===== config.mk =====
export PLATFORM = sky130hd
export DESIGN_NAME = light_blind_stepper_controller_core
export DESIGN_NICKNAME = d
export VERILOG_FILES = /design/src/rtl/core/lbsc_pkg.sv /design/src/rtl/core/lbsc_front.sv /design/src/rtl/core/lbsc_queue.sv /design/src/rtl/core/lbsc_back.sv /design/src/rtl/core/light_blind_stepper_controller_core.sv
export SDC_FILE = /design/constraint.sdc
export NUM_CORES = 1
export LEC_CHECK = 0
export BUFFER_PORTS_ARGS = -buffer_cell sky130_fd_sc_hd__buf_2
export CORE_ASPECT_RATIO = 1.2
export CORE_UTILIZATION = 64
export DETAILED_ROUTE_END_ITERATION = 12
export GPL_ROUTABILITY_DRIVEN = 1
export PLACE_DENSITY = 0.92
export SETUP_SLACK_MARGIN = 0.05
export SLEW_MARGIN = 20
export SYNTH_ARGS = -nofsm -noshare
export SYNTH_HDL_FRONTEND = slang
export SYNTH_SLANG_ARGS = --single-unit

===== constraint.sdc =====
create_clock -name clk -period 11.32 [get_ports clk]
set_clock_uncertainty 0.1 [all_clocks]
set_input_delay 0.566 -clock clk [delete_from_list [all_inputs] [get_ports clk]]
set_output_delay 0.566 -clock clk [all_outputs]
set_load 0.01 [all_outputs]

===== src/rtl/core/lbsc_pkg.sv =====
// Shared types, codes and constants of the light blind stepper controller.
// Used by every module in rtl/core; depends on nothing else.
package lbsc_pkg;

    localparam int QUEUE_DEPTH = 4;
    localparam int QUEUE_AW    = $clog2(QUEUE_DEPTH);
    localparam int ADDR_W      = 5;

    localparam logic [7:0] CHAR_LIGHT  = 8'h6C;
    localparam logic [7:0] CHAR_MANUAL = 8'h6D;
    localparam logic [7:0] CHAR_OPEN   = 8'h6F;
    localparam logic [7:0] CHAR_CLOSE  = 8'h63;

    localparam logic [2:0] EV_NONE         = 3'd0;
    localparam logic [2:0] EV_LIGHT_MODE   = 3'd1;
    localparam logic [2:0] EV_MANUAL_MODE  = 3'd2;
    localparam logic [2:0] EV_OPENED       = 3'd3;
    localparam logic [2:0] EV_CLOSED       = 3'd4;
    localparam logic [2:0] EV_INVALID      = 3'd5;
    localparam logic [2:0] EV_OPENED_LIGHT = 3'd6;
    localparam logic [2:0] EV_CLOSED_LIGHT = 3'd7;

    localparam logic [2:0] REG_OPEN_THR    = 3'd0;
    localparam logic [2:0] REG_CLOSE_THR   = 3'd1;
    localparam logic [2:0] REG_OPEN_STEPS  = 3'd2;
    localparam logic [2:0] REG_CLOSE_STEPS = 3'd3;
    localparam logic [2:0] REG_COOLDOWN    = 3'd4;
    localparam logic [2:0] REG_STEP_TICKS  = 3'd5;

    typedef enum logic [2:0] {
        OP_TICK,
        OP_LIGHT,
        OP_MANUAL,
        OP_OPEN,
        OP_CLOSE,
        OP_INVALID
    } op_t;

    typedef struct packed {
        op_t        op;
        logic [9:0] sample;
    } item_t;

    typedef struct packed {
        logic [9:0]  open_thr;
        logic [9:0]  close_thr;
        logic [15:0] open_count;
        logic [15:0] close_count;
        logic [15:0] cooldown_len;
        logic [7:0]  step_ticks;
    } cfg_t;

    typedef struct packed {
        logic [3:0] coil_pattern;
        logic       blind_is_open;
        logic       light_mode_on;
        logic       motor_busy;
        logic [2:0] event_code;
    } result_t;

    function automatic logic [3:0] coil_of(input logic [2:0] phase);
        logic [3:0] pat;
        case (phase)
            3'd0:    pat = 4'h8;
            3'd1:    pat = 4'hC;
            3'd2:    pat = 4'h4;
            3'd3:    pat = 4'h6;
            3'd4:    pat = 4'h2;
            3'd5:    pat = 4'h3;
            3'd6:    pat = 4'h1;
            default: pat = 4'h9;
        endcase
        return pat;
    endfunction

endpackage


===== src/rtl/core/lbsc_front.sv =====
// Front end: accepts input items and decodes each into a queue operation.
// Depends on lbsc_pkg.
module lbsc_front (
    input  logic                  in_valid,
    output logic                  in_stall,
    input  logic                  mode,
    input  logic [9:0]            light_sample,
    input  logic [7:0]            command_byte,
    input  logic                  q_full,
    output logic                  q_push,
    output lbsc_pkg::item_t       q_item
);
    import lbsc_pkg::*;

    op_t cmd_op;

    always_comb
    begin
        unique case (command_byte)
            CHAR_LIGHT:  cmd_op = OP_LIGHT;
            CHAR_MANUAL: cmd_op = OP_MANUAL;
            CHAR_OPEN:   cmd_op = OP_OPEN;
            CHAR_CLOSE:  cmd_op = OP_CLOSE;
            default:     cmd_op = OP_INVALID;
        endcase
    end

    assign q_item.op     = mode ? cmd_op : OP_TICK;
    assign q_item.sample = light_sample;
    assign in_stall      = q_full;
    assign q_push        = in_valid && !q_full;

endmodule


===== src/rtl/core/lbsc_queue.sv =====
// Short queue of decoded operations between the front end and the back end.
// Depends on lbsc_pkg.
module lbsc_queue (
    input  logic                  clk,
    input  logic                  rst_n,
    input  logic                  push,
    input  lbsc_pkg::item_t       push_item,
    input  logic                  pop,
    output lbsc_pkg::item_t       head_item,
    output logic                  empty,
    output logic                  full
);
    import lbsc_pkg::*;

    item_t                 slot_reg [QUEUE_DEPTH];
    logic [QUEUE_AW-1:0]   wr_ptr_reg, wr_ptr_next;
    logic [QUEUE_AW-1:0]   rd_ptr_reg, rd_ptr_next;
    logic [QUEUE_AW:0]     count_reg, count_next;

    assign empty     = (count_reg == '0);
    assign full      = (count_reg == (QUEUE_AW+1)'(QUEUE_DEPTH));
    assign head_item = slot_reg[rd_ptr_reg];

    always_comb
    begin
        wr_ptr_next = push ? wr_ptr_reg + 1'b1 : wr_ptr_reg;
        rd_ptr_next = pop ? rd_ptr_reg + 1'b1 : rd_ptr_reg;
        count_next  = count_reg;
        if (push && !pop)
        begin
            count_next = count_reg + 1'b1;
        end
        else if (pop && !push)
        begin
            count_next = count_reg - 1'b1;
        end
    end

    always_ff @(posedge clk or negedge rst_n)
    begin
        if (!rst_n)
        begin
            wr_ptr_reg <= '0;
            rd_ptr_reg <= '0;
            count_reg  <= '0;
        end
        else
        begin
            wr_ptr_reg <= wr_ptr_next;
            rd_ptr_reg <= rd_ptr_next;
            count_reg  <= count_next;
        end
    end

    always_ff @(posedge clk)
    begin
        if (push)
        begin
            slot_reg[wr_ptr_reg] <= push_item;
        end
    end

endmodule


===== src/rtl/core/lbsc_back.sv =====
// Back end: carries out decoded operations on the blind and motor state and
// holds each result in an output register. Depends on lbsc_pkg.
module lbsc_back (
    input  logic                  clk,
    input  logic                  rst_n,
    input  lbsc_pkg::cfg_t        cfg,
    input  logic                  q_empty,
    input  lbsc_pkg::item_t       q_item,
    output logic                  q_pop,
    output logic                  out_valid,
    input  logic                  out_stall,
    output lbsc_pkg::result_t     result
);
    import lbsc_pkg::*;

    logic [2:0]  phase_reg, phase_next;
    logic        open_reg, open_next;
    logic        light_reg, light_next;
    logic        moving_reg, moving_next;
    logic        dir_reg, dir_next;
    logic        by_light_reg, by_light_next;
    logic [15:0] steps_reg, steps_next;
    logic [7:0]  tdiv_reg, tdiv_next;
    logic [15:0] cool_reg, cool_next;
    logic        out_valid_reg;
    result_t     result_reg, result_next;

    logic        start, start_dir, start_light, finish;
    logic [2:0]  ev;
    logic [7:0]  tdiv_inc, period;
    logic [15:0] steps_dec, start_count;

    assign q_pop     = !q_empty && (!out_valid_reg || !out_stall);
    assign out_valid = out_valid_reg;
    assign result    = result_reg;

    always_comb
    begin
        phase_next    = phase_reg;
        open_next     = open_reg;
        light_next    = light_reg;
        moving_next   = moving_reg;
        dir_next      = dir_reg;
        by_light_next = by_light_reg;
        steps_next    = steps_reg;
        tdiv_next     = tdiv_reg;
        cool_next     = cool_reg;
        start         = 1'b0;
        start_dir     = 1'b0;
        start_light   = 1'b0;
        finish        = 1'b0;
        ev            = EV_NONE;
        tdiv_inc      = tdiv_reg + 8'd1;
        period        = (cfg.step_ticks == 8'd0) ? 8'd1 : cfg.step_ticks;
        steps_dec     = steps_reg - 16'd1;

        case (q_item.op)
            OP_LIGHT:
            begin
                light_next = 1'b1;
                ev         = EV_LIGHT_MODE;
            end
            OP_MANUAL:
            begin
                light_next = 1'b0;
                ev         = EV_MANUAL_MODE;
            end
            OP_OPEN:
            begin
                if (!moving_reg && !light_reg && !open_reg)
                begin
                    start     = 1'b1;
                    start_dir = 1'b1;
                end
            end
            OP_CLOSE:
            begin
                if (!moving_reg && !light_reg && open_reg)
                begin
                    start = 1'b1;
                end
            end
            OP_INVALID:
            begin
                ev = EV_INVALID;
            end
            default:
            begin
                if (moving_reg)
                begin
                    if (tdiv_inc >= period)
                    begin
                        tdiv_next  = 8'd0;
                        phase_next = dir_reg ? phase_reg + 3'd1 : phase_reg - 3'd1;
                        steps_next = steps_dec;
                        finish     = (steps_dec == 16'd0);
                    end
                    else
                    begin
                        tdiv_next = tdiv_inc;
                    end
                end
                else if (cool_reg != 16'd0)
                begin
                    cool_next = cool_reg - 16'd1;
                end
                else if (light_reg)
                begin
                    if (!open_reg && q_item.sample > cfg.open_thr)
                    begin
                        start       = 1'b1;
                        start_dir   = 1'b1;
                        start_light = 1'b1;
                    end
                    else if (open_reg && q_item.sample < cfg.close_thr)
                    begin
                        start       = 1'b1;
                        start_light = 1'b1;
                    end
                end
            end
        endcase

        start_count = start_dir ? cfg.open_count : cfg.close_count;
        if (start)
        begin
            dir_next      = start_dir;
            by_light_next = start_light;
            steps_next    = start_count;
            tdiv_next     = 8'd0;
            moving_next   = 1'b1;
            finish        = (start_count == 16'd0);
        end

        if (finish)
        begin
            moving_next = 1'b0;
            tdiv_next   = 8'd0;
            steps_next  = 16'd0;
            open_next   = dir_next;
            if (by_light_next)
            begin
                cool_next = cfg.cooldown_len;
                ev        = dir_next ? EV_OPENED_LIGHT : EV_CLOSED_LIGHT;
            end
            else
            begin
                ev = dir_next ? EV_OPENED : EV_CLOSED;
            end
        end

        result_next.coil_pattern  = coil_of(phase_next);
        result_next.blind_is_open = open_next;
        result_next.light_mode_on = light_next;
        result_next.motor_busy    = moving_next;
        result_next.event_code    = ev;
    end

    always_ff @(posedge clk or negedge rst_n)
    begin
        if (!rst_n)
        begin
            phase_reg     <= 3'd0;
            open_reg      <= 1'b0;
            light_reg     <= 1'b1;
            moving_reg    <= 1'b0;
            dir_reg       <= 1'b0;
            by_light_reg  <= 1'b0;
            steps_reg     <= 16'd0;
            tdiv_reg      <= 8'd0;
            cool_reg      <= 16'd0;
            out_valid_reg <= 1'b0;
        end
        else
        begin
            if (q_pop)
            begin
                phase_reg    <= phase_next;
                open_reg     <= open_next;
                light_reg    <= light_next;
                moving_reg   <= moving_next;
                dir_reg      <= dir_next;
                by_light_reg <= by_light_next;
                steps_reg    <= steps_next;
                tdiv_reg     <= tdiv_next;
                cool_reg     <= cool_next;
            end
            if (q_pop)
            begin
                out_valid_reg <= 1'b1;
            end
            else if (!out_stall)
            begin
                out_valid_reg <= 1'b0;
            end
        end
    end

    always_ff @(posedge clk)
    begin
        if (q_pop)
        begin
            result_reg <= result_next;
        end
    end

endmodule


===== src/rtl/core/light_blind_stepper_controller_core.sv =====
// Top level of the light blind stepper controller: configuration registers,
// front end, operation queue and back end. Depends on lbsc_pkg and all
// lbsc_* modules.
//
// Channel   Direction  Handshake           Payload
// in        input      in_valid/in_stall   mode, light_sample, command_byte
// out       output     out_valid/out_stall coil_pattern, blind_is_open,
//                                          light_mode_on, motor_busy, event_code
// apb       input      psel/penable/pready paddr, pwdata, prdata
//
// One result comes out per item, one item per clock when the output is not stalled.
// From input transfer to result, an item passes the queue write and then the
// back-end register. The four-entry queue holds inputs while the output is stalled,
// and in_stall rises only when it is full. Reset is asynchronous and loads the
// register defaults and the idle blind state with light mode on.
module light_blind_stepper_controller_core (
    input  logic                          clk,
    input  logic                          rst_n,
    input  logic                          in_valid,
    output logic                          in_stall,
    input  logic                          mode,
    input  logic [9:0]                    light_sample,
    input  logic [7:0]                    command_byte,
    output logic                          out_valid,
    input  logic                          out_stall,
    output logic [3:0]                    coil_pattern,
    output logic                          blind_is_open,
    output logic                          light_mode_on,
    output logic                          motor_busy,
    output logic [2:0]                    event_code,
    input  logic                          psel,
    input  logic                          penable,
    input  logic                          pwrite,
    input  logic [lbsc_pkg::ADDR_W-1:0]   paddr,
    input  logic [31:0]                   pwdata,
    output logic [31:0]                   prdata,
    output logic                          pready
);
    import lbsc_pkg::*;

    cfg_t       cfg_reg;
    logic       cfg_wr;
    logic [2:0] reg_idx;
    logic       q_push, q_pop, q_empty, q_full;
    item_t      push_item, head_item;
    result_t    result;

    assign pready  = 1'b1;
    assign cfg_wr  = psel && penable && pwrite;
    assign reg_idx = paddr[4:2];

    always_ff @(posedge clk or negedge rst_n)
    begin
        if (!rst_n)
        begin
            cfg_reg.open_thr     <= 10'd520;
            cfg_reg.close_thr    <= 10'd480;
            cfg_reg.open_count   <= 16'd3000;
            cfg_reg.close_count  <= 16'd3000;
            cfg_reg.cooldown_len <= 16'd3000;
            cfg_reg.step_ticks   <= 8'd1;
        end
        else if (cfg_wr)
        begin
            unique case (reg_idx)
                REG_OPEN_THR:    cfg_reg.open_thr     <= pwdata[9:0];
                REG_CLOSE_THR:   cfg_reg.close_thr    <= pwdata[9:0];
                REG_OPEN_STEPS:  cfg_reg.open_count   <= pwdata[15:0];
                REG_CLOSE_STEPS: cfg_reg.close_count  <= pwdata[15:0];
                REG_COOLDOWN:    cfg_reg.cooldown_len <= pwdata[15:0];
                REG_STEP_TICKS:  cfg_reg.step_ticks   <= pwdata[7:0];
                default:         ;
            endcase
        end
    end

    always_comb
    begin
        unique case (reg_idx)
            REG_OPEN_THR:    prdata = {22'd0, cfg_reg.open_thr};
            REG_CLOSE_THR:   prdata = {22'd0, cfg_reg.close_thr};
            REG_OPEN_STEPS:  prdata = {16'd0, cfg_reg.open_count};
            REG_CLOSE_STEPS: prdata = {16'd0, cfg_reg.close_count};
            REG_COOLDOWN:    prdata = {16'd0, cfg_reg.cooldown_len};
            REG_STEP_TICKS:  prdata = {24'd0, cfg_reg.step_ticks};
            default:         prdata = 32'd0;
        endcase
    end

    lbsc_front u_front (
        .in_valid     (in_valid),
        .in_stall     (in_stall),
        .mode         (mode),
        .light_sample (light_sample),
        .command_byte (command_byte),
        .q_full       (q_full),
        .q_push       (q_push),
        .q_item       (push_item)
    );

    lbsc_queue u_queue (
        .clk       (clk),
        .rst_n     (rst_n),
        .push      (q_push),
        .push_item (push_item),
        .pop       (q_pop),
        .head_item (head_item),
        .empty     (q_empty),
        .full      (q_full)
    );

    lbsc_back u_back (
        .clk       (clk),
        .rst_n     (rst_n),
        .cfg       (cfg_reg),
        .q_empty   (q_empty),
        .q_item    (head_item),
        .q_pop     (q_pop),
        .out_valid (out_valid),
        .out_stall (out_stall),
        .result    (result)
    );

    assign coil_pattern  = result.coil_pattern;
    assign blind_is_open = result.blind_is_open;
    assign light_mode_on = result.light_mode_on;
    assign motor_busy    = result.motor_busy;
    assign event_code    = result.event_code;

    // A finished move never leaves the motor marked busy.
    assert property (@(posedge clk) disable iff (!rst_n)
        out_valid && (event_code == EV_OPENED || event_code == EV_CLOSED ||
                      event_code == EV_OPENED_LIGHT || event_code == EV_CLOSED_LIGHT)
        |-> !motor_busy)
        else $error("motor still busy on a finished move");

    // The mode events agree with the reported mode.
    assert property (@(posedge clk) disable iff (!rst_n)
        out_valid && event_code == EV_LIGHT_MODE |-> light_mode_on)
        else $error("light mode event without light mode");

    assert property (@(posedge clk) disable iff (!rst_n)
        out_valid && event_code == EV_MANUAL_MODE |-> !light_mode_on)
        else $error("manual mode event with light mode on");

    // The back end always drains the queue when the output side is free.
    assert property (@(posedge clk) disable iff (!rst_n)
        !q_empty && !out_stall |-> q_pop)
        else $error("back end idle while work is queued");

endmodule


==> results.sh, run 1 <==
export IMPL_start_util_pct=65.44
export IMPL_htreeDepth=4
export IMPL_setup_violations=0
export IMPL_syn_to_final_growth_pct=9.811
export IMPL_drv_cap=0
export IMPL_track_usage_pct=33.31
export IMPL_finalHoldViolations=0
export IMPL_dp_hpwl_um=18440
export IMPL_io_buffers=72
export IMPL_synth_compound_area_share_pct=12.41
export IMPL_rows=51
export IMPL_synthSimpleGateAreaFrac_pct=12.77
export IMPL_clk_path_buf_depth=2
export IMPL_drt_total_wl_um=27010
export IMPL_synthCells=958
export IMPL_finalNetCount=1114
export IMPL_crit_fanout=32
export IMPL_postSynthAreaPerCell_um2=11.12
export IMPL_grt_max_degree=74
export IMPL_tns_ns=0
export IMPL_die_w_um=119.8
export IMPL_synth_xor_area_share_pct=1.809
export IMPL_min_path_type="in -> reg"
export IMPL_drt_iter0_drc=813
export IMPL_die_h_um=143.3
export IMPL_slowest_stage="dfrtp_1"
export IMPL_seq_area_frac_synth_pct=48.84
export IMPL_placed_cell_area_um2=11070
export IMPL_drt_first_pass_iters=6
export IMPL_register_area_um2=5201
export IMPL_max_slew_margin_pct=31.40
export IMPL_status="completed"
export IMPL_antenna_left=0
export IMPL_synthAdderAreaFrac_pct=4.841
export IMPL_gp_congestion=0.9639
export IMPL_final_max_slew_viol_count=0
export IMPL_stdcell_area_um2=11690
export IMPL_ys_flop_type="dfrtp_1"
export IMPL_grt_remaining_overflow=0
export IMPL_postCtsSetupBuffers=0
export IMPL_largest_reg_flops=76
export IMPL_fmax_mhz=193.0
export IMPL_synth_top_cell_area_share_pct=24.20
export IMPL_synth_async_reset_ratio_pct=68.04
export IMPL_cts_tree="built"
export IMPL_synth_top_family_by_area="multiplexers"
export IMPL_fp_dieArea_um2=17160
export IMPL_antenna_found_initial=0
export IMPL_synth_edf_count=62
export IMPL_critical_path_required_ns=11.52
export IMPL_crit_path_cell_trace="mux4_2 > ha_1 > and3_1 > a221oi_1 > o221ai_1 > nand4b_2 > nand3_2 > and3_1 > nor4_2 > o21ai_0"
export IMPL_worst_setup_path_type="reg -> reg"
export IMPL_critPathMaxStageDelay_ns=0.96
export IMPL_p_leak_nw=4.932
export IMPL_via_per_inst=6.578
export IMPL_final_cell_mix="dfrtp_1, mux2_2, o21ai_0"
export IMPL_wl_per_cell_um=21.85
export IMPL_drc=0
export IMPL_multi_input_area_um2=4974
export IMPL_dr_total_vias=8130
export IMPL_cts_buffers=17
export IMPL_yosys_warnings=0
export IMPL_diodes=0
export IMPL_muxShareOfSynthArea_pct=14.18
export IMPL_synth_largest_area_cell="dfrtp_1"
export IMPL_clock_latency_ns=0.45
export IMPL_critPathLaunchType="register"
export IMPL_ir_worst_vdd_uv=145.0
export IMPL_crit_buf_inv=0
export IMPL_synth_distinct_cells=81
export IMPL_rsz0062_at_grt="no"
export IMPL_drive_gt1_share_pct=25.20
export IMPL_grt_pass1_wl_um=42820
export IMPL_crit_arrival_ns=5.39
export IMPL_syn_area_um2=10650
export IMPL_cts_clk_slew_worst_paths_ns=0.07
export IMPL_cp_end_kind="register"
export IMPL_path_delay_family="simple AND/OR/NAND/NOR gates"
export IMPL_cpMostUsedCell="and3_1"
export IMPL_min_period_over_period_pct=45.77
export IMPL_grt_pass1_vias=8102
export IMPL_root_buffer="clkbuf_16"
export IMPL_synth_area_leaders="dfrtp_1, edfxtp_1, mux2_2, dfstp_2, ha_1"
export IMPL_io_pins=108
export IMPL_powerDensity_nw_per_um2=235.6
export IMPL_period_minus_slack_ns=5.181
export IMPL_fillers=1120
export IMPL_core_um2=16270
export IMPL_layout_commonest_cell="dfrtp_1"
export IMPL_hold_buffers=1
export IMPL_tightest_slew_ns=1.020
export IMPL_ys_ff_latch=194
export IMPL_cts_sinks=194
export IMPL_cts_resized=0
[cell usage after synthesis (all sizes together) (6+ instances only)]
master / number
dfrtp: 103
mux2: 79
o21ai: 77
nand2: 63
edfxtp: 62
inv: 57
nor2: 51
a21oi: 45
ha: 38
buf: 32
dfstp: 29
clkbuf: 28
mux2i: 26
nand3: 22
nor3: 19
nor4: 19
mux4: 16
xnor2: 16
or3: 12
a31oi: 10
nand2b: 9
o22ai: 9
a21o: 8
a22o: 8
nand4: 8
a22oi: 7
and3: 7
xor2: 6
[through the flow]
step                total power, mW  util, %  hold WS, ns  cells  setup slack [ns]
finish                        2.755    71.86       0.2184   1236             6.139
global route                  2.904    71.86       0.2189   1236             5.839
CTS                           2.734    71.86       0.2125   1236             6.250
detailed placement            2.070    68.00       0.3744   1203             6.251
global placement              2.005    68.00       0.3625   1203             6.398
floorplan                     1.791        -       0.1704    973             7.221
[worst paths after layout]
path	slack, ns	start	cells past startpoint	endpoint
max in group asynchronous	9.18	rst_n	3	cfg_reg[72]
worst max register to register	6.14	u_queue.rd_ptr_reg[0]	10	u_back.cool_reg[9]
min in group asynchronous	0.56	rst_n	2	u_back.tdiv_reg[6]
worst min-delay path	0.22	out_stall	3	u_back.out_valid
worst max-delay path	6.14	u_queue.rd_ptr_reg[0]	10	u_back.cool_reg[9]
worst min register to register	0.38	u_back.out_valid	2	u_back.out_valid
[worst min-delay path: cells and delay by family]
kind | cells | cell delay (ns)
simple gates | 2 | 0.08
buf+inv | 1 | 0.09
[metal layers]
metal / routed length [µm] / global-route usage, % / part of all wire (%) / up-vias
met5: 0 / 0 / 0 / -
met4: 1555 / 21.78 / 5.8 / 0
met3: 1796 / 6.667 / 6.6 / 118
met2: 13860 / 57.20 / 51 / 419
met1: 9801 / 37.97 / 36 / 3967
li1: - / - / - / 3626
[power by group]
group	internal, mW	leakage (nW)	switching, mW
combinational	0.428	2.43	0.566
sequential	0.930	2.20	0.192
clock	0.354	0.302	0.285
total	1.71	4.93	1.04
[area by class of cell]
cell class                      instances  share of cell area, %
Clock buffer                           17                  3.638
Clock inverter                         15                  1.648
Inverter                               57                  1.830
Multi-Input combinational cell        662                  42.53
Sequential cell                       194                  44.48
Tap cell                              212                  2.268
Timing Repair Buffer                   79                  3.606
[cell families (layout without fill, tap and decap cells)]
kind of cell / count (synthesis) / in the layout
xor+xnor: 22 / 22
compound gates: 210 / 210
fa+ha+maj: 40 / 40
buf+inv: 117 / 168
mux: 121 / 121
other cells: 2 / 17
simple gates: 252 / 252
flops: 194 / 194
Power figures use the tool's default switching activity.
==> run 2, diff against run 1 <==
CORE_UTILIZATION = 60   (was 64)
PLACE_DENSITY = 0.87   (was 0.92)
clock period = 4.8 ns   (was 11.32 ns; I/O delays follow)
==> results.sh, run 2 (same netlist as run 1, synthesis figures left out) <==
export IMPL_switching_share_pct=38.44
export IMPL_drv_cap=0
export IMPL_whs_ns=0.02454
export IMPL_status="completed"
export IMPL_final_cell_mix="dfrtp_1, mux2_2, o21ai_0"
export IMPL_antenna_found_initial=0
export IMPL_tightest_slew_ns=1.003
export IMPL_p_leak_nw=5.033
export IMPL_die_h_um=147.9
export IMPL_setup_violations=0
export IMPL_worst_setup_path_type="reg -> reg"
export IMPL_drt_first_pass_iters=7
export IMPL_wl_per_cell_um=21.13
export IMPL_ir_worst_vdd_uv=462.2
export IMPL_syn_to_final_growth_pct=11.84
export IMPL_switching_power_mw=2.442
export IMPL_diodes=0
export IMPL_root_buffer="clkbuf_16"
export IMPL_r2r_start="u_queue.rd_ptr_reg[0]"
export IMPL_powerDensity_nw_per_um2=533.4
export IMPL_largest_reg_flops=76
export IMPL_finalHoldViolations=0
export IMPL_path_delay_family="simple AND/OR/NAND/NOR gates"
export IMPL_period_minus_slack_ns=4.249
export IMPL_register_area_um2=5201
export IMPL_layout_commonest_cell="dfrtp_1"
export IMPL_crit_buf_inv=1
export IMPL_min_period_over_period_pct=88.52
export IMPL_dp_hpwl_um=19120
export IMPL_final_max_slew_viol_count=0
export IMPL_r2r_slack_ns=0.55
export IMPL_rows=53
export IMPL_critPathMaxStageDelay_ns=0.60
export IMPL_grt_remaining_overflow=0
export IMPL_drt_iter0_drc=882
export IMPL_hold_path_depth=3
export IMPL_drt_total_wl_um=26860
export IMPL_clock_latency_ns=0.45
export IMPL_min_path_type="in -> reg"
export IMPL_crit_fanout=15
export IMPL_worstReg2RegEnd="u_back.cool_reg[4]"
export IMPL_rsz0062_at_grt="no"
export IMPL_die_w_um=123.6
export IMPL_fmax_mhz=235.3
export IMPL_crit_arrival_ns=4.50
export IMPL_p_comb_share_pct=37.1
export IMPL_slowest_stage="mux4_2"
export IMPL_core_um2=17440
export IMPL_clk_path_buf_depth=2
export IMPL_intPower_mw=3.911
export IMPL_max_slew_margin_pct=32.94
export IMPL_finalNetCount=1141
export IMPL_via_per_inst=6.426
export IMPL_track_usage_pct=31.10
export IMPL_fillers=1270
export IMPL_htreeDepth=4
export IMPL_drc=0
export IMPL_grt_max_degree=95
export IMPL_cts_sinks=194
export IMPL_cts_clk_slew_worst_paths_ns=0.08
export IMPL_grt_pass1_vias=8082
export IMPL_start_util_pct=61.06
export IMPL_worst_r2r_cell_count=11
export IMPL_postCtsSetupBuffers=0
export IMPL_crit_path_cell_trace="buf_4 > mux4_2 > ha_1 > a21o_1 > a211oi_1 > o41ai_1 > or4b_4 > and3_1 > nand2b_2 > nand4_1 > o211ai_1"
export IMPL_critPathLaunchType="register"
export IMPL_power_frac_seq_pct=41.0
export IMPL_fp_dieArea_um2=18290
export IMPL_io_buffers=72
export IMPL_grt_pass1_wl_um=42260
export IMPL_cts_buffers=17
export IMPL_cp_end_kind="register"
export IMPL_p_clk_share_pct=21.8
export IMPL_io_pins=108
export IMPL_gp_congestion=0.9402
export IMPL_critical_path_required_ns=5.05
export IMPL_antenna_left=0
export IMPL_hold_end="cfg_reg[11]"
export IMPL_cts_tree="built"
export IMPL_drive_gt1_share_pct=25.21
export IMPL_tns_ns=0
export IMPL_multi_input_area_um2=4980
export IMPL_dr_total_vias=8167
export IMPL_min_delay_start="pwdata[3]"
[run 2: per-stage QoR]
step | cells | area (µm²) | setup WS, ns | utilization, % | power [mW]
final | 1271 | 11910 | 0.5510 | 68.29 | 6.353
after CTS | 1271 | 11910 | 0.5910 | 68.29 | 6.325
after global routing | 1271 | 11910 | 0.3553 | 68.29 | 6.712
after global placement | 1219 | 11140 | 0.7370 | 63.89 | 4.765
after detailed placement | 1219 | 11140 | 0.6340 | 63.89 | 4.923
after floorplan | 973 | 10710 | 0.7007 | - | 4.223
[run 2: worst min-delay path, stage by stage]
cell     delay, ns
buf_2         0.15
nand2_1       0.07
o21ai_0       0.09
[run 2: area by class of cell]
class / instances / area share, %
sequential: 194 / 43.67
inverter: 57 / 1.796
clock inverter: 14 / 1.166
tap: 220 / 2.311
multi-input combinational: 662 / 41.81
clock buffer: 18 / 3.603
timing repair buffer: 106 / 5.641
[run 2: repair_timing]
item	CTS	global route
hold endpoints to repair	131	0
hold buffers	20	0
resized for setup	0	0
[run 2: worst max-delay path by stage]
stage | cells after the start | slack (ns) | start | end
global route | 11 | 0.36 | u_queue.rd_ptr_reg[0] | u_back.cool_reg[5]
finish | 11 | 0.55 | u_queue.rd_ptr_reg[0] | u_back.cool_reg[4]
global placement | 11 | 0.74 | u_queue.rd_ptr_reg[0] | u_back.result[0]
CTS | 11 | 0.59 | u_queue.rd_ptr_reg[0] | u_back.result[0]
detailed placement | 11 | 0.63 | u_queue.rd_ptr_reg[0] | u_back.result[0]
floorplan | 13 | 0.70 | u_queue.rd_ptr_reg[0] | u_back.result[0]
[run 2: metal layers]
metal	wire length [µm]	global-route usage (%)	vias up
li1	-	-	3668
met1	9925	36.59	4007
met2	13910	52.53	397
met3	1648	5.594	95
met4	1382	18.31	0
met5	0	0	-
[run 2: power groups by stage]
| stage | registers (mW) | logic, mW | clock network [mW] |
|---|---|---|---|
| floorplan | 2.46 | 1.76 | 0 |
| global placement | 2.58 | 2.18 | 0 |
| detailed placement | 2.61 | 2.31 | 0 |
| CTS | 2.59 | 2.34 | 1.39 |
| global route | 2.65 | 2.60 | 1.46 |
| finish | 2.61 | 2.36 | 1.39 |
==> run 3, diff against run 2 <==
ABC_AREA = 1   (was not set)
CORE_UTILIZATION = 40   (was 60)
PLACE_DENSITY = 0.64   (was 0.87)
==> results.sh, run 3 <==
export IMPL_drc=0
export IMPL_grt_remaining_overflow=0
export IMPL_via_per_inst=5.202
export IMPL_root_buffer="clkbuf_16"
export IMPL_ir_worst_vdd_uv=291.0
export IMPL_r2r_start="u_queue.rd_ptr_reg[1]"
export IMPL_setup_violations=0
export IMPL_yosys_warnings=0
export IMPL_status="completed"
export IMPL_drt_total_wl_um=27390
export IMPL_min_delay_start="pwdata[10]"
export IMPL_drive_gt1_share_pct=14.05
export IMPL_dp_hpwl_um=19470
export IMPL_die_h_um=184.6
export IMPL_powerDensity_nw_per_um2=564.6
export IMPL_finalHoldViolations=0
export IMPL_fillers=2652
export IMPL_die_w_um=154.2
export IMPL_wl_per_cell_um=15.35
export IMPL_synth_area_leaders="dfrtp_1, edfxtp_1, nand2_1, o21ai_0, dfstp_2"
export IMPL_seq_area_frac_synth_pct=46.78
export IMPL_largest_reg_flops=76
export IMPL_drv_cap=0
export IMPL_critical_path_required_ns=5.08
export IMPL_final_max_slew_viol_count=0
export IMPL_synth_top_cell_area_share_pct=23.18
export IMPL_ys_ff_latch=194
export IMPL_grt_pass1_wl_um=44680
export IMPL_diodes=0
export IMPL_final_core_util_pct=46.19
export IMPL_syn_to_final_growth_pct=13.21
export IMPL_clock_latency_ns=0.45
export IMPL_cts_tree="built"
export IMPL_drt_first_pass_iters=5
export IMPL_finalNetCount=1535
export IMPL_synth_edf_count=62
export IMPL_gp_congestion=0.8791
export IMPL_final_cell_mix="nand2_1, o21ai_0, inv_1"
export IMPL_cp_end_kind="register"
export IMPL_start_util_pct=40.80
export IMPL_rsz0062_at_grt="no"
export IMPL_whs_ns=0.01590
export IMPL_antenna_found_initial=0
export IMPL_postSynthAreaPerCell_um2=8.237
export IMPL_ys_flop_type="dfrtp_1"
export IMPL_critPathLaunchType="register"
export IMPL_synthCells=1350
export IMPL_tns_ns=0
export IMPL_crit_arrival_ns=4.42
export IMPL_io_pins=108
export IMPL_min_period_over_period_pct=86.39
export IMPL_antenna_left=0
export IMPL_synth_distinct_cells=51
export IMPL_clk_path_buf_depth=2
export IMPL_placed_cell_area_um2=11750
export IMPL_p_leak_nw=5.892
export IMPL_dr_total_vias=9286
export IMPL_io_buffers=72
export IMPL_grt_max_degree=102
export IMPL_worst_setup_path_type="reg -> reg"
export IMPL_yosys_top_cells_count="nand2_1, o21ai_0, inv_1"
export IMPL_syn_area_um2=11120
export IMPL_stdcell_area_um2=12590
export IMPL_grt_pass1_vias=8950
export IMPL_drt_iter0_drc=595
export IMPL_fmax_mhz=241.2
export IMPL_cts_buffers=17
export IMPL_multi_input_area_um2=5067
export IMPL_htreeDepth=4
export IMPL_track_usage_pct=20.08
export IMPL_register_area_um2=5201
export IMPL_min_path_type="in -> reg"
export IMPL_postCtsSetupBuffers=0
export IMPL_cts_sinks=194
export IMPL_cts_clk_slew_worst_paths_ns=0.09
export IMPL_synth_largest_area_cell="dfrtp_1"
export IMPL_tightest_slew_ns=1.027
export IMPL_synth_async_reset_ratio_pct=68.04
export IMPL_crit_fanout=19
export IMPL_max_slew_margin_pct=31.37
export IMPL_core_um2=27250
export IMPL_rows=66
export IMPL_synth_most_common_cell="nand2_1"
export IMPL_period_minus_slack_ns=4.147
export IMPL_cp_startpoint="u_queue.rd_ptr_reg[1]"
export IMPL_layout_commonest_cell="nand2_1"
export IMPL_fp_dieArea_um2=28470
-- run 3: cell type report --
cell class	instances	share of cell area (%)
sequential	194	41.32
multi-input combinational	963	40.25
timing repair buffer	119	6.192
inverter	137	4.085
clock buffer	17	3.379
tap	340	3.379
clock inverter	15	1.392
-- run 3: stage by stage --
step / cells / power [mW] / worst slack [ns]
floorplan: 1365 / 4.841 / 1.226
global placement: 1729 / 5.585 / 0.6828
detailed placement: 1729 / 5.670 / 0.6250
CTS: 1785 / 7.149 / 0.5985
global route: 1785 / 7.718 / 0.2626
finish: 1785 / 7.108 / 0.6534
-- run 3: cells by family (layout without fill, tap and decap cells) --
logic type	after synthesis	count (layout)	synth area share (%)
buffers and inverters	208	288	8.372
AOI/OAI and AO/OA	248	248	12.68
and+or+nand+nor	616	616	24.14
muxes	1	1	0.1013
adders and majority gates	40	40	4.636
xor gates and xnor gates	41	41	3.229
other	2	17	0.06754
DFF	194	194	46.78
-- run 3: path summary, 6_finish.rpt --
| path | endpoint | slack (ns) | cells past startpoint |
|---|---|---|---|
| hold / removal | cfg_reg[34] | 0.02 | 3 |
| setup reg to reg | u_back.cool_reg[7] | 0.65 | 25 |
| min in group asynchronous | cfg_reg[60] | 0.36 | 2 |
| setup / recovery | u_back.cool_reg[7] | 0.65 | 25 |
| max in group asynchronous | cfg_reg[49] | 3.14 | 3 |
| hold reg to reg | cfg_reg[68] | 0.40 | 2 |
-- run 3: power breakdown --
part           switching [mW]  internal, mW
registers               0.319          2.20
logic                    2.06          1.08
clock network           0.736         0.710
-- run 3: repair_timing --
item	in CTS	in global routing
endpoints found under the setup margin	0	0
endpoints found under the hold margin	134	0
hold buffers	24	0
gates resized for setup	0	0
-- run 3: critical path, stage by stage, from the launching register on --
cell     delay (ns)
dfrtp_1        0.49
inv_2          0.28
o21ai_0        0.14
o22ai_1        0.22
ha_1           0.18
nand2_1        0.07
nor2_1         0.18
inv_1          0.06
a21oi_1        0.11
nor2_1         0.06
nor2_1         0.23
nand3_4        0.34
nand2_4        0.34
nand2_1        0.08
nand2_1        0.12
nor2_1         0.05
nand2_1        0.06
nor2_1         0.06
nand2_1        0.06
nand2_1        0.06
nand2_1        0.21
buf_4          0.23
nand2_1        0.06
nand2_1        0.11
nand2_1        0.06
nand2_1        0.08
-- run 3: metal layers --
metal / global-route usage (%) / share of wire (%) / vias to the layer above
li1: - / - / 4592
met1: 24.95 / 44 / 4420
met2: 34.58 / 48 / 222
met3: 3.127 / 4.2 / 52
met4: 8.680 / 3.2 / 0
met5: 0 / 0 / -
